==> src/bmp_pkg.sv <==
`timescale 1ns / 1ps
// Shared types and constants for the binomial coefficient modulo prime block.
package bmp_pkg;

    localparam logic [29:0] PRIME = 30'd1000000007;
    localparam logic [31:0] PRIME_X2 = 32'd2000000014;
    localparam logic [29:0] FERMAT_EXP = PRIME - 30'd2;
    localparam logic [4:0] FERMAT_EXP_MSB = 5'd29;
    localparam logic [30:0] BARRETT_MU = 31'((64'd1 << 60) / 64'(PRIME));
    localparam int MUL_LAT = 5;

    typedef struct packed {
        logic [15:0] total_count;
        logic [15:0] choose_count;
    } query_t;

    typedef struct packed {
        logic [29:0] coefficient;
        logic        in_range;
    } result_t;

    typedef struct packed {
        logic        valid;
        logic [29:0] a;
        logic [29:0] b;
    } mul_op_t;

    typedef struct packed {
        logic        valid;
        logic [29:0] value;
    } mul_res_t;

endpackage

==> src/bmp_modmul.sv <==
`timescale 1ns / 1ps
// Five-stage pipelined multiplier modulo the prime, using Barrett reduction.
module bmp_modmul (
    input  logic              clk,
    input  logic              rst_n,
    input  bmp_pkg::mul_op_t  op,
    output bmp_pkg::mul_res_t res
);

    logic [bmp_pkg::MUL_LAT-1:0] valid_reg;
    logic [59:0]                 prod_reg;
    logic [61:0]                 quot_reg;
    logic [31:0]                 low1_reg;
    logic [31:0]                 low2_reg;
    logic [31:0]                 sub_reg;
    logic [31:0]                 rem_reg;
    logic [29:0]                 out_reg;
    logic [29:0]                 out_next;

    always_ff @(posedge clk or negedge rst_n)
    begin
        if (!rst_n)
        begin
            valid_reg <= '0;
        end
        else
        begin
            valid_reg <= {valid_reg[bmp_pkg::MUL_LAT-2:0], op.valid};
        end
    end

    always_comb
    begin
        if (rem_reg >= bmp_pkg::PRIME_X2)
        begin
            out_next = 30'(rem_reg - bmp_pkg::PRIME_X2);
        end
        else if (rem_reg >= {2'b00, bmp_pkg::PRIME})
        begin
            out_next = 30'(rem_reg - {2'b00, bmp_pkg::PRIME});
        end
        else
        begin
            out_next = rem_reg[29:0];
        end
    end

    always_ff @(posedge clk)
    begin
        prod_reg <= {30'd0, op.a} * {30'd0, op.b};
        quot_reg <= {31'd0, prod_reg[59:29]} * {31'd0, bmp_pkg::BARRETT_MU};
        low1_reg <= prod_reg[31:0];
        sub_reg  <= 32'({31'd0, quot_reg[61:31]} * {32'd0, bmp_pkg::PRIME});
        low2_reg <= low1_reg;
        rem_reg  <= low2_reg - sub_reg;
        out_reg  <= out_next;
    end

    assign res.valid = valid_reg[bmp_pkg::MUL_LAT-1];
    assign res.value = out_reg;

endmodule
==> config.mk <==
export PLATFORM = sky130hd
export DESIGN_NAME = bmp_modmul
export DESIGN_NICKNAME = d
export VERILOG_FILES = /design/src/bmp_pkg.sv /design/src/bmp_modmul.sv
export SDC_FILE = /design/constraint.sdc
export NUM_CORES = 2
export LEC_CHECK = 0
export BUFFER_PORTS_ARGS = -buffer_cell sky130_fd_sc_hd__buf_2
export CORE_ASPECT_RATIO = 1.5
export CORE_MARGIN = 4
export CORE_UTILIZATION = 50
export CTS_BUF_LIST = sky130_fd_sc_hd__clkbuf_4 sky130_fd_sc_hd__clkbuf_8
export CTS_CLUSTER_SIZE = 8
export DETAILED_ROUTE_END_ITERATION = 16
export PLACE_DENSITY_LB_ADDON = 0.15
export SYNTH_ARGS = -nofsm -noshare
export SYNTH_HDL_FRONTEND = slang
export SYNTH_SLANG_ARGS = --single-unit
==> constraint.sdc <==
create_clock -name clk -period 15.3 [get_ports clk]
set_input_delay 1.53 -clock clk [delete_from_list [all_inputs] [get_ports clk]]
set_output_delay 1.53 -clock clk [all_outputs]
set_load 0.05 [all_outputs]
==> results.yml <==
run_status:
  outcome: "finished clean"
route:
  drtIter0Drc: 1652
  wirelength_um: 146000
  route.vias.total: 38900
  viasPerCell: 5.29
  ant_nets: 0
  drcViolationCount: 0
  wl_per_cell_um: 19.9
  dr.pass1.iters: 5
critical_path:
  reg2reg_from: "prod_reg[40]"
  crit_arrival_ns: 9.54
  worstPathRequired_ns: 15.76
  start_kind: "input pin"
  crit_fanout: 30
  r2r_setup_slack_ns: 7.74
  cp-end-kind: "register"
  path_class: "input pin to register"
  reg2reg_depth: 20
  r2r-end: "quot_reg[61]"
clocking:
  clock_sinks: 254
  clk_path_buf_depth: 3
  path_clk_slew_ns: 0.06
  htree_levels: 2
  holdBufCountCts: 0
  postCtsSetupBuffers: 0
  cts_resized: 0
  clk_latency_ns: 0.58
  cts_root_buf: "clkbuf_8"
  cts-buffers-inserted: 40
  cts_tree: "yes"
sta:
  finalCritPeriodShare_pct: 59.3
  setup_viol: 0
  grt_setup_unrepaired: "false"
  fin_ws_ns: 6.22
  fin_setup_tns_ns: 0
  finalMaxSlewViolations: 0
  tightest_slew_ns: 1.18
  clock_skew_ns: 0.0312
  period_needed_ns: 9.08
  fmax_mhz: 110
  hold_viol_final: 0
  slew-limit-headroom_pct: 20.8
yosys:
  avgSynthCellArea_um2: 9.67
  synth_top_area_share_pct: 42.7
  synth_edf_count: 0
  yosysSeqAreaShare_pct: 8.91
  ys_warn_count: 0
  ys.flop_type: "dfxtp_1"
  syn_inst: 5933
  synth.cell_area_um2: 57400
  synth.area.top_cells: "fa_1 43%, ha_1 17%, inv_1 9.9%"
  synth.distinct_cells: 78
  async_flop_share_pct: 1.97
  synth.net_count: 8016
  synth_area_leader_cell: "fa_1"
  ys_seq_elements: 254
placed_design:
  pre_cts_slack_ns: 5.61
  placement.io_buffers: 93
  gp_congestion: 0.885
  dp_hpwl_um: 120000
  dp.cells: 7299
grt:
  grt_pass1_wl_um: 237000
  grt_use_total_pct: 25.1
  grt_max_degree: 31
  antenna_found_initial: 2
  grt_overflow: 0
  grt_pass1_vias: 43800
floorplanning:
  start_util_pct: 50.3
  die-area_um2: 120000
  rows: 152
  dieHeight_um: 423
  die_w_um: 285
  io_pins: 94
  core_um2: 114000
final_layout:
  largest_reg_flops: 60
  stdcell_count: 7361
  final_common_cell: "inv_1"
  syn_to_final_growth_pct: 4.10
  mostFrequentLayoutCells: "1,514 x inv_1, 1,224 x fa_1, 796 x ha_1, 542 x and2_1, 461 x nand2_1"
  drive_gt1_share_pct: 3.22
  layout.nets: 7961
  fin_util_pct: 52.3
hold_path:
  min_to: "low2_reg[22]"
  hp-start: "low1_reg[22]"
  hp-class: "register to register"
  hold_path_depth: 0
run:
  cap_violations: 0
## logic make-up (layout without fill, tap and decap cells)
| family | after synthesis | after routing | share of synthesized area (%) |
|---|---|---|---|
| fa+ha+maj | 2020 | 2020 | 60.1 |
| buf+inv | 1716 | 1680 | 11.3 |
| simple gates | 1266 | 1266 | 11.4 |
| compound gates | 476 | 476 | 5.30 |
| flops | 254 | 254 | 8.91 |
| xor+xnor | 198 | 198 | 3.02 |
| mux | 3 | 3 | 0.0545 |
| other cells | 0 | 1 | 0 |
## Yosys cell counts, types with 6 or more instances
library cell  number
and4_1             6
a21boi_0           6
inv_1           1514
a31oi_1           21
ha_1             796
o211ai_1          15
clkbuf_1         196
o21ai_1           23
nand3_1           38
nor2b_1           23
o21bai_1          16
dfxtp_1          249
o21ai_0           73
nand2_1          461
and3_1            18
a21o_1            52
o31ai_1            8
a211o_1            9
a21oi_1          162
and2_1           542
xnor2_1          139
nor2_1            76
o21a_1            17
xor2_1            59
nand4_1           19
fa_1            1224
nor3_1            32
nand2b_1          24
a211oi_1          10
## routing by layer
metal	global-route usage, %	share of wire, %
met5	0	0
met4	9.57	4.5
met3	2.19	3.7
met2	47.0	53
met1	29.9	39
## through the flow
| step | hold WS [ns] | cell area (µm²) |
|---|---|---|
| floorplan | 0.310 | 57400 |
| global placement | 0.310 | 59000 |
| detailed placement | 0.312 | 59000 |
| CTS | 0.309 | 59700 |
| global route | 0.316 | 59700 |
| finish | 0.309 | 59700 |
## worst max-delay path, stage by stage
cell       delay [ns]
buf_2            0.64
and2_1           0.26
fa_1             0.47
fa_1             0.51
fa_1             0.52
inv_1            0.05
fa_1             0.47
inv_1            0.07
fa_1             0.50
fa_1             0.51
fa_1             0.51
inv_1            0.05
fa_1             0.47
inv_1            0.04
ha_1             0.36
nand2_1          0.11
o31a_1           0.32
o2bb2ai_1        0.41
nand3_1          0.14
o21ai_1          0.47
a21oi_1          0.28
o311ai_1         0.43
a31o_2           0.22
a21oi_1          0.07
xnor2_1          0.12
## final cells by class
| class | instances | area [µm²] |
|---|---|---|
| clock buffers | 57 | 716 |
| repair buffers | 105 | 556 |
| fillers | 10700 | 54400 |
| inverters | 1514 | 5680 |
| flip-flops and latches | 254 | 5110 |
| well taps | 1463 | 1830 |
| multi-input cells | 3963 | 45800 |
| clock inverters | 4 | 32.5 |
| diodes | 1 | 2.50 |
## how the worst max path moves through the flow
stage / startpoint / to / slack, ns / depth (start not counted)
global route: op[57] / prod_reg[41] / 5.92 / 26
global placement: op[46] / prod_reg[59] / 5.66 / 25
detailed placement: op[51] / prod_reg[59] / 5.61 / 25
floorplan: op[46] / prod_reg[59] / 7.03 / 26
finish: op[45] / prod_reg[58] / 6.22 / 25
CTS: op[46] / prod_reg[59] / 6.24 / 25
Power is not shown: default switching activity piles up to over one toggle a cycle in this logic, so the estimate is an artifact.
